### src/bspc_pkg.sv
// Shared types and codes of the biphasic stimulation pulse controller.
package bspc_pkg;

    // Item kinds carried on the input tuser
    localparam logic [2:0] KIND_TICK     = 3'd0;
    localparam logic [2:0] KIND_WEIGHT   = 3'd1;
    localparam logic [2:0] KIND_RESIDUAL = 3'd2;
    localparam logic [2:0] KIND_REQUEST  = 3'd3;
    localparam logic [2:0] KIND_FLOOR    = 3'd4;
    localparam logic [2:0] KIND_CEILING  = 3'd5;
    localparam logic [2:0] KIND_TRIGGER  = 3'd6;

    // Configuration register indexes
    localparam logic [1:0] CFG_FRAME_PERIOD = 2'd0;
    localparam logic [1:0] CFG_GAP          = 2'd1;
    localparam logic [1:0] CFG_MIN_WIDTH    = 2'd2;

    // Configuration reset values
    localparam logic [19:0] FRAME_PERIOD_RST = 20'd28571;
    localparam logic [7:0]  GAP_RST          = 8'd4;
    localparam logic [9:0]  MIN_WIDTH_RST    = 10'd10;

    // Timing configuration as seen by the pulse sequencer
    typedef struct packed {
        logic [19:0] frame_period;
        logic [7:0]  gap;
        logic [9:0]  min_width;
    } cfg_t;

    // Drive levels reported for one word
    typedef struct packed {
        logic phase_a;
        logic phase_b;
    } drive_t;

endpackage

### src/biphasic_stim_pulse_controller.sv
// Top level of the biphasic stimulation pulse controller.
//
// Input stream: s_tuser carries the item kind (tick, weight, residual,
// requested width, minimum width, maximum width, trigger), s_tdata the
// 16-bit update value. A tick stands for one microsecond of pulse timing.
// Output stream: one word per input word with the phase A and phase B drive
// levels, the commanded width and the closed-loop flag after that item.
// Configuration: cfg_index selects frame period (0), gap (1) or minimum
// active width (2); cfg_data carries the value; cfg_ready is always high.
// Write configuration only while no word is in flight.
// The output word is registered and valid in the cycle after input accept.
// One word is taken every cycle unless the receiver stalls; the whole update
// of width and phase state completes in the cycle of acceptance, so the next word may follow at once.
// A single output register decouples the sides: while the receiver stalls,
// the held word stays on m_tdata and s_tready drops until it is taken.
// Reset clears all control values, the timers and the output register, sets
// open loop and loads the default frame period, gap and minimum width.
module biphasic_stim_pulse_controller (
    input  logic        clk,
    input  logic        rst_n,
    input  logic        s_tvalid,
    output logic        s_tready,
    input  logic [15:0] s_tdata,   // [15:0] value
    input  logic [2:0]  s_tuser,   // [2:0] kind
    output logic        m_tvalid,
    input  logic        m_tready,
    output logic [23:0] m_tdata,   // [0] phase_a, [1] phase_b, [17:2] width_now,
                                   // [18] closed_loop, [23:19] zero
    input  logic        cfg_valid,
    output logic        cfg_ready,
    input  logic [1:0]  cfg_index,
    input  logic [19:0] cfg_data
);

    bspc_pkg::cfg_t   cfg_reg;
    bspc_pkg::drive_t drive;
    logic             accept;
    logic             tick;
    logic [15:0]      width_cmd;
    logic             closed_next;
    logic             m_tvalid_reg;
    logic [23:0]      m_tdata_reg;

    assign s_tready  = !m_tvalid_reg || m_tready;
    assign accept    = s_tvalid && s_tready;
    assign tick      = accept && (s_tuser == bspc_pkg::KIND_TICK);
    assign cfg_ready = 1'b1;
    assign m_tvalid  = m_tvalid_reg;
    assign m_tdata   = m_tdata_reg;

    // Configuration registers
    always_ff @(posedge clk or negedge rst_n)
    begin
        if (!rst_n)
        begin
            cfg_reg.frame_period <= bspc_pkg::FRAME_PERIOD_RST;
            cfg_reg.gap          <= bspc_pkg::GAP_RST;
            cfg_reg.min_width    <= bspc_pkg::MIN_WIDTH_RST;
        end
        else if (cfg_valid)
        begin
            case (cfg_index)
                bspc_pkg::CFG_FRAME_PERIOD: cfg_reg.frame_period <= cfg_data;
                bspc_pkg::CFG_GAP:          cfg_reg.gap          <= cfg_data[7:0];
                bspc_pkg::CFG_MIN_WIDTH:    cfg_reg.min_width    <= cfg_data[9:0];
                default:                    cfg_reg              <= cfg_reg;
            endcase
        end
    end

    bspc_width u_width (
        .clk         (clk),
        .rst_n       (rst_n),
        .accept      (accept),
        .kind        (s_tuser),
        .value       (s_tdata),
        .width_cmd   (width_cmd),
        .closed_next (closed_next)
    );

    bspc_pulse u_pulse (
        .clk       (clk),
        .rst_n     (rst_n),
        .tick      (tick),
        .width_cmd (width_cmd),
        .cfg       (cfg_reg),
        .drive     (drive)
    );

    // Output word register
    always_ff @(posedge clk or negedge rst_n)
    begin
        if (!rst_n)
        begin
            m_tvalid_reg <= 1'b0;
            m_tdata_reg  <= 24'd0;
        end
        else if (accept)
        begin
            m_tvalid_reg <= 1'b1;
            m_tdata_reg  <= {5'd0, closed_next, width_cmd, drive.phase_b, drive.phase_a};
        end
        else if (m_tready)
        begin
            m_tvalid_reg <= 1'b0;
        end
    end

endmodule

### src/bspc_width.sv
// Control value registers and commanded width computation.
module bspc_width (
    input  logic        clk,
    input  logic        rst_n,
    input  logic        accept,
    input  logic [2:0]  kind,
    input  logic [15:0] value,
    output logic [15:0] width_cmd,
    output logic        closed_next
);

    logic [15:0] weight_reg,   weight_next;
    logic [15:0] residual_reg, residual_next;
    logic [15:0] request_reg,  request_next;
    logic [15:0] floor_reg,    floor_next;
    logic [15:0] ceiling_reg,  ceiling_next;
    logic        closed_reg;
    logic [15:0] peak_reg,     peak_next;

    logic signed [16:0] diff;
    logic signed [16:0] half;
    logic [16:0]        cand_sum;
    logic [15:0]        cand;
    logic [15:0]        pk_lo;
    logic [15:0]        pk;

    // Apply the value update carried by this word
    always_comb
    begin
        weight_next   = weight_reg;
        residual_next = residual_reg;
        request_next  = request_reg;
        floor_next    = floor_reg;
        ceiling_next  = ceiling_reg;
        closed_next   = closed_reg;
        case (kind)
            bspc_pkg::KIND_WEIGHT:   weight_next   = value;
            bspc_pkg::KIND_RESIDUAL: residual_next = value;
            bspc_pkg::KIND_REQUEST:  request_next  = value;
            bspc_pkg::KIND_FLOOR:    floor_next    = value;
            bspc_pkg::KIND_CEILING:  ceiling_next  = value;
            bspc_pkg::KIND_TRIGGER:  closed_next   = (value != 16'd0);
            default:                 closed_next   = closed_reg;
        endcase
    end

    // Closed loop candidate: floor plus half the weight difference, clamped
    always_comb
    begin
        diff     = $signed({1'b0, weight_next}) - $signed({1'b0, residual_next});
        half     = diff >>> 1;
        cand_sum = {1'b0, floor_next} + {1'b0, half[15:0]};
        if (half[16])
            cand = floor_next;
        else if (cand_sum > {1'b0, ceiling_next})
            cand = ceiling_next;
        else
            cand = cand_sum[15:0];
        if (half[16] && (floor_next > ceiling_next))
            cand = ceiling_next;
        pk_lo = (peak_reg < floor_next) ? floor_next : peak_reg;
        pk    = (pk_lo > ceiling_next) ? ceiling_next : pk_lo;
        if (cand > pk)
            pk = cand;
    end

    // Open loop uses the request and drops the held peak
    always_comb
    begin
        if (closed_next)
        begin
            peak_next = pk;
            width_cmd = pk;
        end
        else
        begin
            peak_next = 16'd0;
            width_cmd = request_next;
        end
    end

    // Hold the control values
    always_ff @(posedge clk or negedge rst_n)
    begin
        if (!rst_n)
        begin
            weight_reg   <= 16'd0;
            residual_reg <= 16'd0;
            request_reg  <= 16'd0;
            floor_reg    <= 16'd0;
            ceiling_reg  <= 16'd0;
            closed_reg   <= 1'b0;
            peak_reg     <= 16'd0;
        end
        else if (accept)
        begin
            weight_reg   <= weight_next;
            residual_reg <= residual_next;
            request_reg  <= request_next;
            floor_reg    <= floor_next;
            ceiling_reg  <= ceiling_next;
            closed_reg   <= closed_next;
            peak_reg     <= peak_next;
        end
    end

endmodule

### src/bspc_pulse.sv
// Frame timer and biphasic pulse phase sequencer.
module bspc_pulse (
    input  logic             clk,
    input  logic             rst_n,
    input  logic             tick,
    input  logic [15:0]      width_cmd,
    input  bspc_pkg::cfg_t   cfg,
    output bspc_pkg::drive_t drive
);

    localparam logic [2:0] PH_IDLE = 3'd0;
    localparam logic [2:0] PH_A    = 3'd1;
    localparam logic [2:0] PH_GAP1 = 3'd2;
    localparam logic [2:0] PH_B    = 3'd3;
    localparam logic [2:0] PH_GAP2 = 3'd4;

    logic [19:0] frame_timer_reg, frame_timer_next;
    logic [2:0]  phase_reg,       phase_next;
    logic [15:0] phase_timer_reg, phase_timer_next;
    logic [15:0] latched_reg,     latched_next;

    logic [19:0] two_gap;
    logic [19:0] fit_span;
    logic [18:0] fit;
    logic [15:0] fitted;
    logic [15:0] timer_dec;
    logic [20:0] frame_inc;

    // Width that fits the frame
    always_comb
    begin
        two_gap  = {11'd0, cfg.gap, 1'b0};
        fit_span = cfg.frame_period - two_gap;
        fit      = (cfg.frame_period > two_gap) ? fit_span[19:1] : 19'd0;
        fitted   = ({3'd0, width_cmd} > fit) ? fit[15:0] : width_cmd;
    end

    // Advance frame and phase on each tick
    always_comb
    begin
        timer_dec        = (phase_timer_reg != 16'd0) ? phase_timer_reg - 16'd1 : 16'd0;
        frame_inc        = {1'b0, frame_timer_reg} + 21'd1;
        frame_timer_next = frame_timer_reg;
        phase_next       = phase_reg;
        phase_timer_next = phase_timer_reg;
        latched_next     = latched_reg;
        if (tick)
        begin
            frame_timer_next = (frame_inc >= {1'b0, cfg.frame_period}) ? 20'd0
                                                                      : frame_inc[19:0];
            if (frame_timer_reg == 20'd0)
            begin
                latched_next = fitted;
                if ((fitted != 16'd0) && (fitted >= {6'd0, cfg.min_width}))
                begin
                    phase_next       = PH_A;
                    phase_timer_next = fitted;
                end
                else
                begin
                    phase_next       = PH_IDLE;
                    phase_timer_next = 16'd0;
                end
            end
            else if (phase_reg != PH_IDLE)
            begin
                phase_timer_next = timer_dec;
                if (timer_dec == 16'd0)
                begin
                    // Move on, skipping a zero-length gap
                    case (phase_reg)
                        PH_A:
                        begin
                            if (cfg.gap != 8'd0)
                            begin
                                phase_next       = PH_GAP1;
                                phase_timer_next = {8'd0, cfg.gap};
                            end
                            else
                            begin
                                phase_next       = PH_B;
                                phase_timer_next = latched_reg;
                            end
                        end
                        PH_GAP1:
                        begin
                            phase_next       = PH_B;
                            phase_timer_next = latched_reg;
                        end
                        PH_B:
                        begin
                            if (cfg.gap != 8'd0)
                            begin
                                phase_next       = PH_GAP2;
                                phase_timer_next = {8'd0, cfg.gap};
                            end
                            else
                            begin
                                phase_next       = PH_IDLE;
                                phase_timer_next = 16'd0;
                            end
                        end
                        default:
                        begin
                            phase_next       = PH_IDLE;
                            phase_timer_next = 16'd0;
                        end
                    endcase
                end
            end
        end
    end

    assign drive.phase_a = (phase_next == PH_A);
    assign drive.phase_b = (phase_next == PH_B);

    // Hold the sequencer state
    always_ff @(posedge clk or negedge rst_n)
    begin
        if (!rst_n)
        begin
            frame_timer_reg <= 20'd0;
            phase_reg       <= PH_IDLE;
            phase_timer_reg <= 16'd0;
            latched_reg     <= 16'd0;
        end
        else
        begin
            frame_timer_reg <= frame_timer_next;
            phase_reg       <= phase_next;
            phase_timer_reg <= phase_timer_next;
            latched_reg     <= latched_next;
        end
    end

endmodule

### config.mk
export PLATFORM = sky130hd
export DESIGN_NAME = biphasic_stim_pulse_controller
export DESIGN_NICKNAME = d
export VERILOG_FILES = /design/src/bspc_pkg.sv /design/src/biphasic_stim_pulse_controller.sv /design/src/bspc_width.sv /design/src/bspc_pulse.sv
export SDC_FILE = /design/constraint.sdc
export NUM_CORES = 1
export LEC_CHECK = 0
export BUFFER_PORTS_ARGS = -buffer_cell sky130_fd_sc_hd__buf_2
export CAP_MARGIN = 20
export CORE_MARGIN = 2
export CORE_UTILIZATION = 52
export DETAILED_ROUTE_END_ITERATION = 10
export HOLD_SLACK_MARGIN = 0.05
export PLACE_DENSITY = 0.69
export SETUP_SLACK_MARGIN = 0.3
export SLEW_MARGIN = 25
export SYNTH_ARGS = -nofsm -noshare
export SYNTH_HDL_FRONTEND = slang
export SYNTH_SLANG_ARGS = --single-unit
export TNS_END_PERCENT = 5
### constraint.sdc
create_clock -name clk -period 15.9 [get_ports clk]
set_clock_uncertainty 0.2 [all_clocks]
set_input_delay 0.795 -clock clk [delete_from_list [all_inputs] [get_ports clk]]
set_output_delay 0.795 -clock clk [all_outputs]
set_load 0.005 [all_outputs]
==> flow_summary.toml, run 1 <==
[die]
fp.dieArea_mm2 = 0.03491
start_util = 0.5317
fp.dieH_um = 186.9
rows = 66
ios = 73
coreArea_mm2 = 0.03270
die_w_um = 186.9

[finish]
drive_above_1_share = 0.1321
fill_cells = 2998
fin_nets = 2307
largest_reg_flops = 38
syn_to_final_growth_pct = 9.736
fin_area_mm2 = 0.01908
antenna_cells = 0
utilization = 0.5834

[grt]
grt_pass1_wl_um = 86970
grt_pass1_vias = 15518
grt-ovfl-total = 0
track_usage = 0.3125
antenna_found_initial = 1
grt_max_degree = 107

[setup_path]
max_stage_delay_ns = 0.67
critical_path_required_ns = 16.14
path_class = "input pin to register"
crit_start = "s_tuser[2]"
crit_end = "u_pulse.phase_timer_reg[1]"
crit_slowest_cell = "or3b_2"
cp-start-kind = "input pin"
r2r_setup_slack_ns = 2.21
cp.arrival_ns = 14.77
worst-path-max-fanout = 24
rr_endpoint = "u_pulse.phase_timer_reg[1]"
cp_common_cell = "ha_1"
endpoint_kind = "register"
reg2regPathDepth = 57
rr_startpoint = "u_width.weight_reg[0]"

[synthesis]
seq_area_frac_synth = 0.3018
synth-seq-cells = 209
synthArstFlopShare = 1.000
synth_area_leaders = "dfrtp_1, ha_1, nand2_1"
ys_types = 94
synth_top_flop_cell = "dfrtp_1"
syn_inst = 2060
syn_area_mm2 = 0.01739
yosys.area.top_type_share = 0.2807
synth_edf_count = 0
yosysTopAreaCell = "dfrtp_1"
synthTopCellsByCount = "nand2_1, dfrtp_1, ha_1, o21ai_0, nor2_1"
synth_warnings = 0
synth_area_per_cell_um2 = 8.440
synth_most_common_cell = "nand2_1"

[cts]
cts_sinks = 209
cts_tree = "done"
root_buffer = "clkbuf_16"
clk-insertion-delay-late_ns = 0.58
clockBufferDepth = 3
cts_made_buffers = 26
clk_pin_slew_ns = 0.06
h-tree-depth = 1
cts_setup_buffers = 0

[hold_path]
whs_path_depth = 3
hold_path_class = "input pin to register"

[pwr]
total_power_uw = 4705
powerDensity_mw_per_mm2 = 246.6
p_leak_uw = 0.008961
peakVddDrop_uv = 152.6

[place]
port_buffers = 66
place_area_mm2 = 0.01814
finalWeightedCongestion = 1.014
dp_hpwl_um = 41760

[routing]
routedWlPerCell_um = 21.67
drtIter0Drc = 1219
ant_nets = 0
wl_um = 55360
firstDrtPassIters = 5
num_vias = 16014
vias_per_cell = 6.270
drcViolationCount = 0

[sta]
slew_headroom = 0.3467
fmax_ghz = 0.06884
worstMarginPinSlew_ns = 0.9526
rsz0062_at_grt = "false"
timing.final.crit_share = 0.9136
hold_viol_final = 0
final-setup-viol-count = 0
drv_slew = 0
finalSetupTns_ns = 0
finalCriticalPeriod_ns = 14.53

[run_status]
outcome = "complete, no violations"

[job]
drv_cap = 0
[logic make-up (layout without fill, tap and decap cells)]
family / Yosys count / in the layout / share of synthesized area
simple gates: 688 / 688 / 0.1886
compound gates: 558 / 558 / 0.2116
buf+inv: 221 / 269 / 0.05167
flops: 209 / 209 / 0.3018
fa+ha+maj: 168 / 168 / 0.1222
mux: 145 / 145 / 0.08887
xor+xnor: 69 / 69 / 0.03476
other cells: 2 / 6 / 0.0004319
[layout make-up]
| class | instances | area, um^2 | share of cell area |
|---|---|---|---|
| Multi-Input combinational cell | 1634 | 11320 | 0.5932 |
| Inverter | 119 | 447.9 | 0.02348 |
| Timing Repair Buffer | 103 | 636.9 | 0.03338 |
| Clock buffer | 36 | 708.2 | 0.03712 |
| Clock inverter | 11 | 168.9 | 0.008853 |
| Tap cell | 442 | 553.0 | 0.02899 |
| Sequential cell | 209 | 5248 | 0.2750 |
[worst min-delay path by stage]
stage / start / end / slack [ns]
floorplan: u_pulse.latched_reg[12] / u_pulse.latched_reg[12] / 0.24
global placement: u_pulse.latched_reg[3] / u_pulse.latched_reg[3] / 0.25
detailed placement: u_pulse.latched_reg[3] / u_pulse.latched_reg[3] / 0.26
CTS: cfg_data[11] / cfg_reg[29] / 0.22
global route: cfg_data[11] / cfg_reg[29] / 0.26
finish: cfg_data[11] / cfg_reg[29] / 0.24
[timing repair]
item	CTS	global route
endpoints found under the setup margin	0	12
hold buffers	1	0
hold endpoints to repair	27	0
gates resized for setup	0	8
[worst max-delay path, delay by kind of cell]
| family | cells | cell delay, ns |
|---|---|---|
| XOR/XNOR | 1 | 0.19 |
| buffers and inverters | 1 | 0.24 |
| multiplexers | 2 | 0.73 |
| adder cells (fa/ha/maj) | 6 | 2.17 |
| AND/OR/NAND/NOR | 17 | 2.92 |
| AO/OA/AOI/OAI | 32 | 7.71 |
[placed cells by master, fill, tap and decap left out, types with 30 or more instances in the layout]
| master | instances |
|---|---|
| nand3_1 | 41 |
| a211oi_1 | 30 |
| nand2_1 | 298 |
| buf_4 | 34 |
| o21ai_0 | 150 |
| dfrtp_1 | 195 |
| ha_1 | 165 |
| xnor2_1 | 48 |
| inv_1 | 117 |
| mux2i_1 | 70 |
| buf_2 | 65 |
| mux2_2 | 75 |
| a21o_1 | 30 |
| nor3_1 | 30 |
| a21oi_1 | 113 |
| nor2_1 | 124 |
[where the power goes]
part	internal [uW]	leakage (uW)	switching, uW
combinational	1290	0.00592	2000
clock	363	0.000423	251
sequential	677	0.00262	125
[through the flow]
step / cells / worst slack [ns] / hold slack (ns)
after floorplan: 2064 / 2.251 / 0.2396
after global placement: 2505 / 0.8359 / 0.2545
after detailed placement: 2505 / 0.5102 / 0.2580
after CTS: 2553 / 1.076 / 0.2193
after global routing: 2554 / 0.4057 / 0.2569
final: 2554 / 1.373 / 0.2387
[per-layer routing]
| layer | up-vias | track usage | wire length [um] |
|---|---|---|---|
| li1 | 7540 | - | - |
| met1 | 7636 | 0.4005 | 22780 |
| met2 | 670 | 0.5219 | 26080 |
| met3 | 166 | 0.03846 | 3447 |
| met4 | 2 | 0.1566 | 3028 |
| met5 | - | 0 | 14 |
Power figures use the tool's default switching activity.
==> inputs of run 2 (changes only) <==
- CAP_MARGIN: 20 -> 40
- PLACE_DENSITY: 0.69 -> 0.81
==> run 2 against run 1 <==
  * Die area stayed put
  * Global-route usage is 0.54 points lower
  * Worst hold slack better by 0.032 ns
  * Flip-flop and latch count stayed put
  * Clock power is 7.3% lower
  * Sequential power hardly changed
  * Sequential share of layout area hardly changed
  * Via count is 2.4% higher
  * Register-to-register slack worse by 0.12 ns
  * Power is 0.28% lower
  * Critical path type unchanged
  * Largest power group unchanged
==> flow_summary.toml, run 2 (synthesis results as in run 1) <==
[die]
ios = 73
rows = 66
start_util = 0.5317
fp.dieArea_mm2 = 0.03491
coreArea_mm2 = 0.03270
die_w_um = 186.9
fp.dieH_um = 186.9

[finish]
syn_to_final_growth_pct = 9.888
final_cell_mix = "nand2_1, dfrtp_1, ha_1, o21ai_0, nor2_1"
final_common_cell = "nand2_1"
fin_nets = 2309
largest_reg_flops = 38
layout.cells.non_filler = 2557
antenna_cells = 0
drive_above_1_share = 0.1362
fin_area_mm2 = 0.01911

[place]
finalWeightedCongestion = 1.002
place_area_mm2 = 0.01816
dp_hpwl_um = 41430
dp_cells = 2501
dpl_worst_slack_ns = -0.06374
port_buffers = 66

[grt]
track_usage = 0.3070
grt_max_degree = 74
grt_pass1_wl_um = 86200
grt-ovfl-total = 0
grt_pass1_vias = 15892
antenna_found_initial = 0

[cts]
cts_tree = "done"
cts_sinks = 209
clockBufferDepth = 3
clk_pin_slew_ns = 0.06
root_buffer = "clkbuf_16"
clk-insertion-delay-late_ns = 0.55
h-tree-depth = 1
cts_made_buffers = 26

[pwr]
total_power_uw = 4692
switchingPower_uw = 2404
peakVddDrop_uv = 184.9
clkPwrFrac = 0.121
p_leak_uw = 0.008977
power_frac_seq = 0.171
swShare = 0.5124
powerDensity_mw_per_mm2 = 245.6
comb_power_share = 0.708
p_int_uw = 2288

[routing]
drcViolationCount = 0
routedWlPerCell_um = 21.59
wl_um = 55210
ant_nets = 0
vias_per_cell = 6.413
drtIter0Drc = 1693
num_vias = 16397
firstDrtPassIters = 5

[setup_path]
cp.arrival_ns = 14.86
cp-start-kind = "input pin"
path_class = "input pin to register"
cp_common_cell = "ha_1"
worst-path-max-fanout = 25
critical_path_required_ns = 16.11
max_stage_delay_ns = 0.68
endpoint_kind = "register"
crit_slowest_cell = "or3b_2"

[sta]
worstMarginPinSlew_ns = 0.8914
slew_headroom = 0.3980
final-setup-viol-count = 0
drv_slew = 0
timing.final.crit_share = 0.9212
worst_slack_ns = 1.253
rsz0062_at_grt = "false"
fmax_ghz = 0.06827
whs_ns = 0.2709
hold_viol_final = 0
finalCriticalPeriod_ns = 14.65

[job]
drv_cap = 0

[hold_path]
hold_path_class = "register to register"

[run_status]
outcome = "complete, no violations"
run 2: per-stage QoR:
stage	utilization	setup TNS, ns
after floorplan	-	0
after global placement	0.5523	0
after detailed placement	0.5552	-0.3207
after CTS	0.5808	0
after global routing	0.5843	0
final	0.5843	0
run 2: final timing paths:
check / startpoint / to / slack (ns) / depth (start not counted)
setup / recovery: s_tuser[2] / u_pulse.phase_timer_reg[0] / 1.25 / 63
hold / removal: m_tdata[16] / m_tdata[16] / 0.27 / 2
setup reg to reg: u_width.weight_reg[0] / u_pulse.phase_timer_reg[0] / 2.09 / 61
hold reg to reg: m_tdata[16] / m_tdata[16] / 0.27 / 2
max in group asynchronous: rst_n / u_width.ceiling_reg[6] / 13.68 / 4
min in group asynchronous: rst_n / u_width.ceiling_reg[13] / 0.62 / 2
run 2: per-layer routing:
layer	GRT usage	up-vias	share of wire
li1	-	7518	-
met1	0.3935	7954	0.40
met2	0.5234	777	0.48
met3	0.04296	148	0.077
met4	0.1221	0	0.042
met5	0	-	0
run 2: final cells by class:
class	count	area (um^2)
Fill cell	2899	13600
Sequential cell	209	5248
Multi-Input combinational cell	1634	11340
Clock buffer	35	724.4
Inverter	119	447.9
Clock inverter	13	100.1
Timing Repair Buffer	105	694.4
Tap cell	442	553.0
run 2: repair_timing:
| action | CTS | global route |
|---|---|---|
| hold buffers | 1 | 0 |
| resized for setup | 0 | 11 |
| setup endpoints to repair | 0 | 12 |
| setup buffers | 0 | 1 |
| hold endpoints to repair | 17 | 0 |
run 2: worst max-delay path: cells and delay by family:
family | cells | cell delay [ns]
simple gates | 21 | 3.37
fa+ha+maj | 6 | 2.03
mux | 2 | 0.74
xor+xnor | 1 | 0.10
buf+inv | 2 | 0.49
compound gates | 31 | 7.29
run 2: power by group through the flow:
stage	clock network, uW	registers (uW)	logic, uW
2_1_floorplan	0	764	2280
3_3_place_gp	0	796	3100
3_5_place_dp	0	804	3170
4_1_cts	577	796	3190
5_1_grt	596	815	3610
6_report	569	802	3320
